<file path="src/hw/rtl/srtf_pkg.sv">
// shared types, constants and helper functions of the srtf scheduler
`timescale 1ns / 1ps
package srtf_pkg;

	localparam int SLOT_COUNT     = 8;
	localparam int IO_PER_PROCESS = 3;
	localparam int SLOT_W         = $clog2(SLOT_COUNT);
	localparam int CNT_W          = SLOT_W + 1;
	localparam int TIME_W         = 8;
	localparam int IDX_W          = 2;
	localparam int CFG_IDX_W      = 1;

	localparam logic [TIME_W-1:0] TIME_MAX = '1;

	// result kinds
	localparam logic [2:0] KIND_IO     = 3'd0;
	localparam logic [2:0] KIND_RAN    = 3'd1;
	localparam logic [2:0] KIND_IDLE   = 3'd2;
	localparam logic [2:0] KIND_DONE   = 3'd3;
	localparam logic [2:0] KIND_HALTED = 3'd4;
	localparam logic [2:0] KIND_LOADED = 3'd5;

	// configuration register indexes
	localparam logic [CFG_IDX_W-1:0] REG_SLOTS_IN_USE = 1'd0;
	localparam logic [CFG_IDX_W-1:0] REG_STOP_TIME    = 1'd1;

	typedef struct packed {
		logic [7:0] len;
		logic [7:0] at;
	} io_ent_t;

	typedef io_ent_t [IO_PER_PROCESS-1:0] io_row_t;

	typedef struct packed {
		logic              mode;
		logic [SLOT_W-1:0] slot;
		logic [7:0]        arrival;
		logic [7:0]        burst;
		logic [IDX_W-1:0]  io_count;
		io_row_t           io;
	} item_t;

	// per-slot dynamic record held in the slot memory
	typedef struct packed {
		logic [7:0]       arrival;
		logic [7:0]       burst;
		logic [7:0]       remaining;
		logic [IDX_W-1:0] io_count;
		logic [IDX_W-1:0] io_next;
		logic [7:0]       io_left;
		logic             in_wait;
	} slot_rec_t;

	typedef struct packed {
		logic [2:0]        kind;
		logic [3:0]        pid;
		logic [TIME_W-1:0] tick;
		logic [7:0]        turnaround;
		logic [7:0]        wait_total;
		logic              all_done;
	} res_t;

	function automatic logic [CNT_W-1:0] used_slots(input logic [3:0] cfg);
		logic [CNT_W-1:0] n;
		n = CNT_W'(cfg);
		if (cfg == 4'd0)
			n = CNT_W'(1);
		else if ({1'b0, cfg} > 5'(SLOT_COUNT))
			n = CNT_W'(SLOT_COUNT);
		return n;
	endfunction

	function automatic slot_rec_t io_countdown(input slot_rec_t r);
		slot_rec_t o;
		o = r;
		if (r.in_wait) begin
			if (r.io_left <= 8'd1) begin
				o.io_left = 8'd0;
				o.in_wait = 1'b0;
			end else begin
				o.io_left = r.io_left - 8'd1;
			end
		end
		return o;
	endfunction

	function automatic logic all_finished(input logic [SLOT_COUNT-1:0] fin,
			input logic [CNT_W-1:0] n);
		logic ok;
		ok = 1'b1;
		for (int i = 0; i < SLOT_COUNT; i++)
			if (CNT_W'(i) < n && !fin[i])
				ok = 1'b0;
		return ok;
	endfunction

endpackage

</file>
<file path="src/hw/rtl/srtf_ram.sv">
// generic single-write, single-read synchronous ram with registered read data
`timescale 1ns / 1ps
module srtf_ram #(
	parameter int WIDTH = 8,
	parameter int DEPTH = 8,
	localparam int AW = $clog2(DEPTH)
) (
	input  logic             clk,
	input  logic             we,
	input  logic [AW-1:0]    waddr,
	input  logic [WIDTH-1:0] wdata,
	input  logic             re,
	input  logic [AW-1:0]    raddr,
	output logic [WIDTH-1:0] rdata
);

	logic [WIDTH-1:0] mem [DEPTH];

	always_ff @(posedge clk) begin
		if (we)
			mem[waddr] <= wdata;
	end

	always_ff @(posedge clk) begin
		if (re)
			rdata <= mem[raddr];
	end

endmodule

</file>
<file path="src/hw/rtl/srtf_sched.sv">
// scheduling sequencer: slot scan over the slot memory, selection and commit
`timescale 1ns / 1ps
module srtf_sched import srtf_pkg::*; (
	input  logic              clk,
	input  logic              arst_n,
	input  logic              in_valid,
	output logic              in_ready,
	input  item_t             in_item,
	input  logic [CNT_W-1:0]  n_used,
	input  logic [7:0]        stop_time,
	output logic              res_valid,
	input  logic              res_ready,
	output res_t              res
);

	localparam logic [2:0] ST_IDLE   = 3'd0;
	localparam logic [2:0] ST_LOAD   = 3'd1;
	localparam logic [2:0] ST_STEP   = 3'd2;
	localparam logic [2:0] ST_SCAN   = 3'd3;
	localparam logic [2:0] ST_COMMIT = 3'd4;

	localparam int REC_W = $bits(slot_rec_t);
	localparam int ROW_W = $bits(io_row_t);

	logic [2:0]            state_q;
	logic [CNT_W-1:0]      cnt_q;
	logic [TIME_W-1:0]     tick_q;
	logic                  halted_q;
	logic                  pend_q;
	logic [SLOT_COUNT-1:0] fin_q;
	logic                  best_valid_q;
	logic                  rd_valid_s1;
	logic [SLOT_W-1:0]     rd_slot_s1;
	item_t                 item_q;
	logic [SLOT_W-1:0]     best_slot_q;
	slot_rec_t             best_rec_q;
	io_row_t               best_io_q;

	// memory ports
	logic              rec_we;
	logic [SLOT_W-1:0] rec_waddr;
	slot_rec_t         rec_wdata;
	logic              rd_en;
	logic [SLOT_W-1:0] rd_addr;
	logic [REC_W-1:0]  rec_rdata;
	logic [ROW_W-1:0]  io_rdata;
	logic              io_we;

	srtf_ram #(.WIDTH(REC_W), .DEPTH(SLOT_COUNT)) u_rec_ram (
		.clk   (clk),
		.we    (rec_we),
		.waddr (rec_waddr),
		.wdata (rec_wdata),
		.re    (rd_en),
		.raddr (rd_addr),
		.rdata (rec_rdata)
	);

	srtf_ram #(.WIDTH(ROW_W), .DEPTH(SLOT_COUNT)) u_io_ram (
		.clk   (clk),
		.we    (io_we),
		.waddr (item_q.slot),
		.wdata (item_q.io),
		.re    (rd_en),
		.raddr (rd_addr),
		.rdata (io_rdata)
	);

	// scan stage: pending countdown applied on the way through
	slot_rec_t scan_rec;
	logic      cand;
	logic      better;

	always_comb begin
		scan_rec = pend_q ? io_countdown(slot_rec_t'(rec_rdata)) : slot_rec_t'(rec_rdata);
		cand = ({1'b0, rd_slot_s1} < n_used) && !fin_q[rd_slot_s1] && !scan_rec.in_wait &&
			(scan_rec.remaining != 8'd0) && (scan_rec.arrival <= tick_q);
		better = !best_valid_q || (scan_rec.remaining < best_rec_q.remaining) ||
			((scan_rec.remaining == best_rec_q.remaining) &&
			(scan_rec.arrival < best_rec_q.arrival));
	end

	assign rd_en   = (state_q == ST_SCAN) && (cnt_q < CNT_W'(SLOT_COUNT));
	assign rd_addr = cnt_q[SLOT_W-1:0];

	// commit stage decision
	logic [IDX_W-1:0]      idx;
	io_ent_t               ent;
	logic [8:0]            io_mark;
	logic                  io_hit;
	logic [7:0]            rem_dec;
	logic [TIME_W-1:0]     tick_inc;
	logic [8:0]            end9;
	logic [8:0]            tat9;
	logic [7:0]            tat8;
	logic [7:0]            wt8;
	logic [SLOT_COUNT-1:0] fin_done;
	logic [SLOT_COUNT-1:0] fin_load;
	slot_rec_t             commit_rec;
	slot_rec_t             load_rec;
	logic [IDX_W-1:0]      cnt_clamp;

	always_comb begin
		idx = best_rec_q.io_next;
		case (idx)
			2'd0:    ent = best_io_q[0];
			2'd1:    ent = best_io_q[1];
			2'd2:    ent = best_io_q[2];
			default: ent = '0;
		endcase
		io_mark = {1'b0, best_rec_q.burst} - {1'b0, ent.at};
		io_hit  = best_valid_q && (idx < best_rec_q.io_count) && !io_mark[8] &&
			(io_mark[7:0] == best_rec_q.remaining);
		rem_dec  = best_rec_q.remaining - 8'd1;
		tick_inc = (tick_q == TIME_MAX) ? tick_q : tick_q + TIME_W'(1);

		end9 = {1'b0, tick_q} + 9'd1;
		tat9 = (end9 > {1'b0, best_rec_q.arrival}) ? end9 - {1'b0, best_rec_q.arrival} : 9'd0;
		tat8 = tat9[8] ? 8'hff : tat9[7:0];
		wt8  = (tat8 > best_rec_q.burst) ? tat8 - best_rec_q.burst : 8'd0;

		fin_done = fin_q;
		fin_done[best_slot_q] = 1'b1;
		fin_load = fin_q;
		fin_load[item_q.slot] = 1'b0;

		commit_rec = best_rec_q;
		if (io_hit) begin
			commit_rec.io_left = (ent.len == 8'd0) ? 8'd1 : ent.len;
			commit_rec.in_wait = 1'b1;
			commit_rec.io_next = idx + IDX_W'(1);
		end else begin
			commit_rec.remaining = rem_dec;
		end

		cnt_clamp = ({1'b0, item_q.io_count} > 3'(IO_PER_PROCESS)) ?
			IDX_W'(IO_PER_PROCESS) : item_q.io_count;
		load_rec.arrival   = item_q.arrival;
		load_rec.burst     = item_q.burst;
		load_rec.remaining = item_q.burst;
		load_rec.io_count  = cnt_clamp;
		load_rec.io_next   = '0;
		load_rec.io_left   = 8'd0;
		load_rec.in_wait   = 1'b0;
	end

	logic step_stop;
	assign step_stop = halted_q || all_finished(fin_q, n_used);

	// result and memory writes
	always_comb begin
		res_valid      = 1'b0;
		res.kind       = KIND_HALTED;
		res.pid        = 4'd0;
		res.tick       = tick_q;
		res.turnaround = 8'd0;
		res.wait_total = 8'd0;
		res.all_done   = all_finished(fin_q, n_used);
		rec_we         = 1'b0;
		rec_waddr      = rd_slot_s1;
		rec_wdata      = scan_rec;
		io_we          = 1'b0;
		case (state_q)
			ST_LOAD: begin
				res_valid    = 1'b1;
				res.kind     = KIND_LOADED;
				res.pid      = 4'({1'b0, item_q.slot}) + 4'd1;
				res.all_done = all_finished(fin_load, n_used);
				rec_we       = res_ready;
				rec_waddr    = item_q.slot;
				rec_wdata    = load_rec;
				io_we        = res_ready;
			end
			ST_STEP: begin
				res_valid = step_stop;
			end
			ST_SCAN: begin
				rec_we = rd_valid_s1;
			end
			ST_COMMIT: begin
				res_valid = 1'b1;
				rec_waddr = best_slot_q;
				rec_wdata = commit_rec;
				if (!best_valid_q) begin
					res.kind = KIND_IDLE;
				end else begin
					res.pid = 4'({1'b0, best_slot_q}) + 4'd1;
					rec_we  = res_ready;
					if (io_hit) begin
						res.kind = KIND_IO;
					end else if (rem_dec == 8'd0) begin
						res.kind       = KIND_DONE;
						res.turnaround = tat8;
						res.wait_total = wt8;
						res.all_done   = all_finished(fin_done, n_used);
					end else begin
						res.kind = KIND_RAN;
					end
				end
			end
			default: begin
				res_valid = 1'b0;
			end
		endcase
	end

	assign in_ready = (state_q == ST_IDLE);

	always_ff @(posedge clk or negedge arst_n) begin
		if (!arst_n) begin
			state_q      <= ST_IDLE;
			cnt_q        <= '0;
			tick_q       <= '0;
			halted_q     <= 1'b0;
			pend_q       <= 1'b0;
			fin_q        <= '0;
			best_valid_q <= 1'b0;
			rd_valid_s1  <= 1'b0;
		end else begin
			rd_valid_s1 <= rd_en;
			if (rd_valid_s1 && cand && better)
				best_valid_q <= 1'b1;
			case (state_q)
				ST_IDLE: begin
					if (in_valid)
						state_q <= in_item.mode ? ST_STEP : ST_LOAD;
				end
				ST_LOAD: begin
					if (res_ready) begin
						fin_q    <= fin_load;
						tick_q   <= '0;
						halted_q <= 1'b0;
						state_q  <= ST_IDLE;
					end
				end
				ST_STEP: begin
					if (!step_stop) begin
						cnt_q        <= '0;
						best_valid_q <= 1'b0;
						state_q      <= ST_SCAN;
					end else if (res_ready) begin
						state_q <= ST_IDLE;
					end
				end
				ST_SCAN: begin
					if (rd_en)
						cnt_q <= cnt_q + CNT_W'(1);
					else
						state_q <= ST_COMMIT;
				end
				ST_COMMIT: begin
					if (res_ready) begin
						state_q <= ST_IDLE;
						if (best_valid_q && io_hit) begin
							pend_q <= 1'b0;
						end else begin
							pend_q <= 1'b1;
							tick_q <= tick_inc;
							if (best_valid_q && rem_dec == 8'd0)
								fin_q <= fin_done;
							else if (tick_inc > stop_time)
								halted_q <= 1'b1;
						end
					end
				end
				default: begin
					state_q <= ST_IDLE;
				end
			endcase
		end
	end

	always_ff @(posedge clk) begin
		if (in_valid && in_ready)
			item_q <= in_item;
		if (rd_en)
			rd_slot_s1 <= rd_addr;
		if (rd_valid_s1 && cand && better) begin
			best_slot_q <= rd_slot_s1;
			best_rec_q  <= scan_rec;
			best_io_q   <= io_row_t'(io_rdata);
		end
	end

	// chosen slot must still have work left
	assert property (@(posedge clk) disable iff (!arst_n)
		(state_q == ST_COMMIT) && best_valid_q |-> best_rec_q.remaining != 8'd0)
		else $error("chosen slot has no remaining time");

	// halt only when time has passed the stop time
	assert property (@(posedge clk) disable iff (!arst_n)
		$rose(halted_q) |-> tick_q > stop_time)
		else $error("halted before stop time");

	// finished flags only move on a load or a commit
	assert property (@(posedge clk) disable iff (!arst_n)
		!$stable(fin_q) |-> $past(state_q == ST_LOAD || state_q == ST_COMMIT))
		else $error("finished flags changed outside load or commit");

	// time either restarts or steps by one
	assert property (@(posedge clk) disable iff (!arst_n)
		!$stable(tick_q) |-> (tick_q == '0) || (tick_q == $past(tick_q) + TIME_W'(1)))
		else $error("current tick jumped");

endmodule

</file>
<file path="src/hw/rtl/srtf_scheduler_with_io_waits_core.sv">
// top level: stream ports, configuration registers and output register
`timescale 1ns / 1ps
// Shortest-remaining-time-first scheduler with I/O waits. A load transaction
// (tuser 0) writes one slot descriptor and restarts time; a step transaction
// (tuser 1) runs one scheduler pass and returns one result. Per-slot state
// lives in a slot-record memory and an I/O-table memory, each one word per
// slot. A step while halted or with all slots done returns a result with no
// scan. A scheduling step scans the slots: the scan reads, updates and writes
// back one slot per cycle through the single read port of the slot-record
// memory, then the commit state updates the chosen slot. The result sits in
// an output register, so the next transaction is taken while it waits. The
// user must write configuration only while the block is idle; the block
// itself does not enforce it. Memories need no clearing after reset.
module srtf_scheduler_with_io_waits_core import srtf_pkg::*; (
	input  logic                 clk,
	input  logic                 arst_n,
	input  logic                 s_tvalid,
	output logic                 s_tready,
	// slot[2:0], arrival[10:3], burst[18:11], io_count[20:19],
	// io_at_first[28:21], io_at_second[36:29], io_at_third[44:37],
	// io_len_first[52:45], io_len_second[60:53], io_len_third[68:61]
	input  logic [71:0]          s_tdata,
	// mode
	input  logic                 s_tuser,
	output logic                 m_tvalid,
	input  logic                 m_tready,
	// pid[3:0], tick[11:4], turnaround[19:12], wait_total[27:20], all_done[28]
	output logic [31:0]          m_tdata,
	// kind
	output logic [2:0]           m_tuser,
	input  logic                 cfg_valid,
	output logic                 cfg_ready,
	input  logic [CFG_IDX_W-1:0] cfg_index,
	input  logic [7:0]           cfg_data
);

	logic [3:0] slots_in_use_q;
	logic [7:0] stop_time_q;
	item_t      item;
	logic       res_valid;
	logic       res_ready;
	res_t       res;
	res_t       out_q;
	logic       out_valid_q;

	assign cfg_ready = 1'b1;

	always_ff @(posedge clk or negedge arst_n) begin
		if (!arst_n) begin
			slots_in_use_q <= 4'd5;
			stop_time_q    <= 8'd198;
		end else if (cfg_valid) begin
			case (cfg_index)
				REG_SLOTS_IN_USE: slots_in_use_q <= cfg_data[3:0];
				REG_STOP_TIME:    stop_time_q    <= cfg_data;
				default:          stop_time_q    <= stop_time_q;
			endcase
		end
	end

	always_comb begin
		item.mode      = s_tuser;
		item.slot      = s_tdata[2:0];
		item.arrival   = s_tdata[10:3];
		item.burst     = s_tdata[18:11];
		item.io_count  = s_tdata[20:19];
		item.io[0].at  = s_tdata[28:21];
		item.io[1].at  = s_tdata[36:29];
		item.io[2].at  = s_tdata[44:37];
		item.io[0].len = s_tdata[52:45];
		item.io[1].len = s_tdata[60:53];
		item.io[2].len = s_tdata[68:61];
	end

	srtf_sched u_sched (
		.clk       (clk),
		.arst_n    (arst_n),
		.in_valid  (s_tvalid),
		.in_ready  (s_tready),
		.in_item   (item),
		.n_used    (used_slots(slots_in_use_q)),
		.stop_time (stop_time_q),
		.res_valid (res_valid),
		.res_ready (res_ready),
		.res       (res)
	);

	assign res_ready = !out_valid_q || m_tready;

	always_ff @(posedge clk or negedge arst_n) begin
		if (!arst_n)
			out_valid_q <= 1'b0;
		else if (res_valid && res_ready)
			out_valid_q <= 1'b1;
		else if (m_tready)
			out_valid_q <= 1'b0;
	end

	always_ff @(posedge clk) begin
		if (res_valid && res_ready)
			out_q <= res;
	end

	assign m_tvalid = out_valid_q;
	assign m_tuser  = out_q.kind;
	assign m_tdata  = {3'b000, out_q.all_done, out_q.wait_total, out_q.turnaround,
		out_q.tick, out_q.pid};

endmodule
</file>
<file path="config.mk">
export PLATFORM = sky130hd
export DESIGN_NAME = srtf_scheduler_with_io_waits_core
export DESIGN_NICKNAME = d
export VERILOG_FILES = /design/src/hw/rtl/srtf_pkg.sv /design/src/hw/rtl/srtf_ram.sv /design/src/hw/rtl/srtf_sched.sv /design/src/hw/rtl/srtf_scheduler_with_io_waits_core.sv
export SDC_FILE = /design/constraint.sdc
export NUM_CORES = 1
export LEC_CHECK = 0
export BUFFER_PORTS_ARGS = -buffer_cell sky130_fd_sc_hd__buf_2
export CAP_MARGIN = 10
export CORE_MARGIN = 2
export CORE_UTILIZATION = 40
export CTS_BUF_LIST = sky130_fd_sc_hd__clkbuf_8
export CTS_CLUSTER_DIAMETER = 150
export DETAILED_ROUTE_END_ITERATION = 10
export PLACE_DENSITY = 0.62
export SYNTH_ARGS = -nofsm -noshare
export SYNTH_HDL_FRONTEND = slang
export SYNTH_SLANG_ARGS = --single-unit
</file>
<file path="constraint.sdc">
create_clock -name clk -period 23.6 [get_ports clk]
set_input_delay 2.36 -clock clk [delete_from_list [all_inputs] [get_ports clk]]
set_output_delay 2.36 -clock clk [all_outputs]
set_load 0.05 [all_outputs]
</file>
==> flow_metrics.env <==
export IMPL_start_util_pct=40.34
export IMPL_reg2reg_depth=13
export IMPL_drive_above_1_share_pct=26.88
export IMPL_hold_buffers=0
export IMPL_routabilityCongestion=0.8918
export IMPL_drc_errors=0
export IMPL_cts_clk_slew_worst_paths_ns=0.06
export IMPL_reg2reg_from="u_sched.idx[0]"
export IMPL_yosysSeqAreaShare_pct=73.62
export IMPL_finalSetupViolations=0
export IMPL_power_leakage_nw=15.24
export IMPL_syn_area_sq_mm=0.04040
export IMPL_worst_hold_path_type="register to register"
export IMPL_yosys_area_top_type="edfxtp_1"
export IMPL_holdWs_ns=0.4136
export IMPL_grt_pass1_vias=22050
export IMPL_die_y_um=321.8
export IMPL_fmax_mhz=175.3
export IMPL_power_density_mw_per_mm2=119.2
export IMPL_yosysUniqueCellTypes=79
export IMPL_wl_per_cell_um=24.15
export IMPL_initialDrtViolationCount=1999
export IMPL_worst_path_buf_inv=1
export IMPL_max_cap_violations=0
export IMPL_async_flop_share_pct=4.012
export IMPL_grt_max_degree=98
export IMPL_gr_total_overflow=0
export IMPL_avgViaCountPerCell=5.522
export IMPL_syn_avg_cell_area_sq_um=18.50
export IMPL_critPathArrivalTime_ns=6.19
export IMPL_die_area_sq_mm=0.1036
export IMPL_antenna_found_initial=2
export IMPL_drv_slew=0
export IMPL_fillers=8585
export IMPL_critPathKind="register to register"
export IMPL_required_ns=24.08
export IMPL_vdd_ir_drop_max_mv=0.07979
export IMPL_post_cts_buffers=0
export IMPL_ios=125
export IMPL_path_max_fanout=31
export IMPL_dpl_hpwl_mm=53.22
export IMPL_path_delay_family="compound AO/OA/AOI/OAI gates"
export IMPL_rrSetupSlack_ns=17.90
export IMPL_fin_crit_sh_pct=24.17
export IMPL_status="completed"
export IMPL_synth_ff_type="edfxtp_1"
export IMPL_tns_ns=0
export IMPL_max_slew_margin_pct=25.05
export IMPL_hold_depth=0
export IMPL_min_delay_start="u_sched.u_io_ram.rdata[27]"
export IMPL_critPathLaunchType="register"
export IMPL_die_width_um=321.8
export IMPL_rsz0062_at_grt="false"
export IMPL_ant_nets=0
export IMPL_core_area_sq_mm=0.1001
export IMPL_synth_area_leaders="edfxtp_1, mux4_2, mux2_2"
export IMPL_critPathSlowestCell="nand4_4"
export IMPL_vias=21020
export IMPL_final_hold_violation_count=0
export IMPL_cts_buffers=157
export IMPL_cts_sinks=997
export IMPL_max_stage_delay_ns=0.74
export IMPL_synth_edff_count=957
export IMPL_yosysWarnings=0
export IMPL_ys_ff_latch=997
export IMPL_grt_pass1_wl_mm=138.3
export IMPL_rows=116
export IMPL_ctsResizeCount=0
export IMPL_netlist_instances=2184
export IMPL_r2r_end="u_sched.u_rec_ram.mem[2][9]"
export IMPL_yosys_area_top_type_share_pct=71.13
export IMPL_clk_latency_ns=0.82
export IMPL_cts_tree="built"
export IMPL_min_period_ns=5.705
export IMPL_worstMarginPinSlew_ns=1.124
export IMPL_min_to="u_sched.best_io_q[27]"
export IMPL_cp_end_kind="register"
export IMPL_finalWirelength_mm=91.93
export IMPL_grt_total_usage_pct=17.98
export IMPL_first_pass_iters=8
export IMPL_skew_ns=0.03917
export IMPL_nets=2557
export IMPL_syn2layout_area_growth_pct=12.73
export IMPL_clockRootBuffer="clkbuf_8"
export IMPL_worstPathCellList="inv_1 > ha_1 > a222oi_1 > nor2_1 > ha_1 > fa_1 > xnor2_1 > a2111oi_2 > o2111ai_1 > a211oi_4 > nand4_4 > xnor2_1 > o21ai_0"
export IMPL_cts_path_max_buffers=3
export IMPL_htreeDepth=4
export IMPL_numPortBuffers=117
==> area by class of cell <==
cell class                      count  area (sq um)  share of cell area (%)
Antenna cell                        2         5.005                 0.01099
Clock buffer                      160          2202                   4.835
Clock inverter                    109         684.4                   1.503
Inverter                           73         274.0                  0.6016
Multi-Input combinational cell   1015         10130                   22.24
Sequential cell                   997         29760                   65.33
Tap cell                         1298          1624                   3.566
Timing Repair Buffer              153         868.3                   1.906
==> cells by family (layout without fill, tap and decap cells) <==
logic type,count (synthesis),after routing,synth area share (%)
flops,997,997,73.62
simple gates,313,313,3.729
compound gates,302,302,5.063
mux,290,290,12.83
buf+inv,174,495,1.663
fa+ha+maj,74,74,2.341
xor+xnor,32,32,0.7278
other cells,2,6,0.01859
==> metal layers <==
metal | track usage (%) | part of all wire [%] | vias to the layer above
li1 | - | - | 9258
met1 | 24.04 | 42 | 10840
met2 | 29.64 | 49 | 757
met3 | 3.100 | 5.8 | 165
met4 | 6.532 | 2.7 | 2
met5 | 0 | 0.013 | -
==> cell usage in the layout (no fill, tap or decap), types with 14 or more instances in the layout <==
cell and count:
a21o_1 19, a21oi_1 53, a222oi_1 14, buf_2 117
buf_4 35, clkbuf_8 160, clkinv_1 31, clkinv_2 20
dfrtp_1 31, edfxtp_1 957, ha_1 70, inv_1 112
mux2_2 99, mux2i_1 17, mux4_2 172, nand2_1 77
nand2b_1 19, nand3_1 30, nand4_1 22, nor2_1 77
nor2b_1 15, nor3_1 20, o21ai_0 66, o22a_1 17
o22ai_1 46, xnor2_1 26
==> worst max-delay path by stage <==
stage / start / end / slack (ns) / cells after the start
3_5_place_dp: u_sched.idx[0] / u_sched.u_rec_ram.mem[0][9] / 17.92 / 13
6_report: u_sched.idx[0] / u_sched.u_rec_ram.mem[2][9] / 17.90 / 13
5_1_grt: u_sched.idx[0] / u_sched.u_rec_ram.mem[3][5] / 17.61 / 13
2_1_floorplan: u_sched.state_q[1] / u_sched.cnt_q[0] / 15.48 / 6
4_1_cts: u_sched.idx[0] / u_sched.u_rec_ram.mem[3][5] / 17.92 / 13
3_3_place_gp: u_sched.idx[0] / u_sched.u_rec_ram.mem[2][13] / 18.13 / 13
==> flip-flops by register name, summed over array words and instances, names as in the netlist, 3 cells and up <==
register	flops
u_sched.rd_slot_s1	3
stop_time_q	8
m_tdata	29
u_sched.best_slot_q	3
slots_in_use_q	4
u_sched.tick_q	8
u_sched.u_rec_ram.mem	296
m_tuser	3
u_sched.u_rec_ram.rdata	37
u_sched.best_io_q	48
u_sched.u_io_ram.mem	384
u_sched.fin_q	8
u_sched.state_q	3
u_sched.u_io_ram.rdata	48
u_sched.cnt_q	4
u_sched.item_q	67
u_sched.best_rec_q	35
==> metrics by stage <==
step	util [%]	worst slack (ns)	power, mW	cells	cell area [sq um]
CTS	45.47	17.92	5.494	3805	45540
global route	45.48	17.61	5.693	3807	45550
global placement	42.59	18.13	4.060	3536	42650
floorplan	-	15.48	3.640	2186	40410
finish	45.48	17.90	5.427	3807	45550
detailed placement	42.59	17.92	4.104	3536	42650
==> synthesized netlist by cell type (26+ instances only) <==
library cell  count
nor2_1           89
xnor2_1          26
nand2_1          77
o21ai_0          66
clkbuf_1         77
nand3_1          30
ha_1             70
inv_1            72
mux2_2           99
a21oi_1          53
dfrtp_1          34
edfxtp_1        957
mux4_2          172
o22ai_1          46
==> report_power, final <==
group | internal, mW | switching (mW) | total, mW
logic | 0.565 | 0.816 | 1.38
registers | 2.46 | 0.220 | 2.68
clock network | 0.708 | 0.661 | 1.37
total | 3.73 | 1.70 | 5.43
No activity file was read; power rests on OpenSTA's default activity.
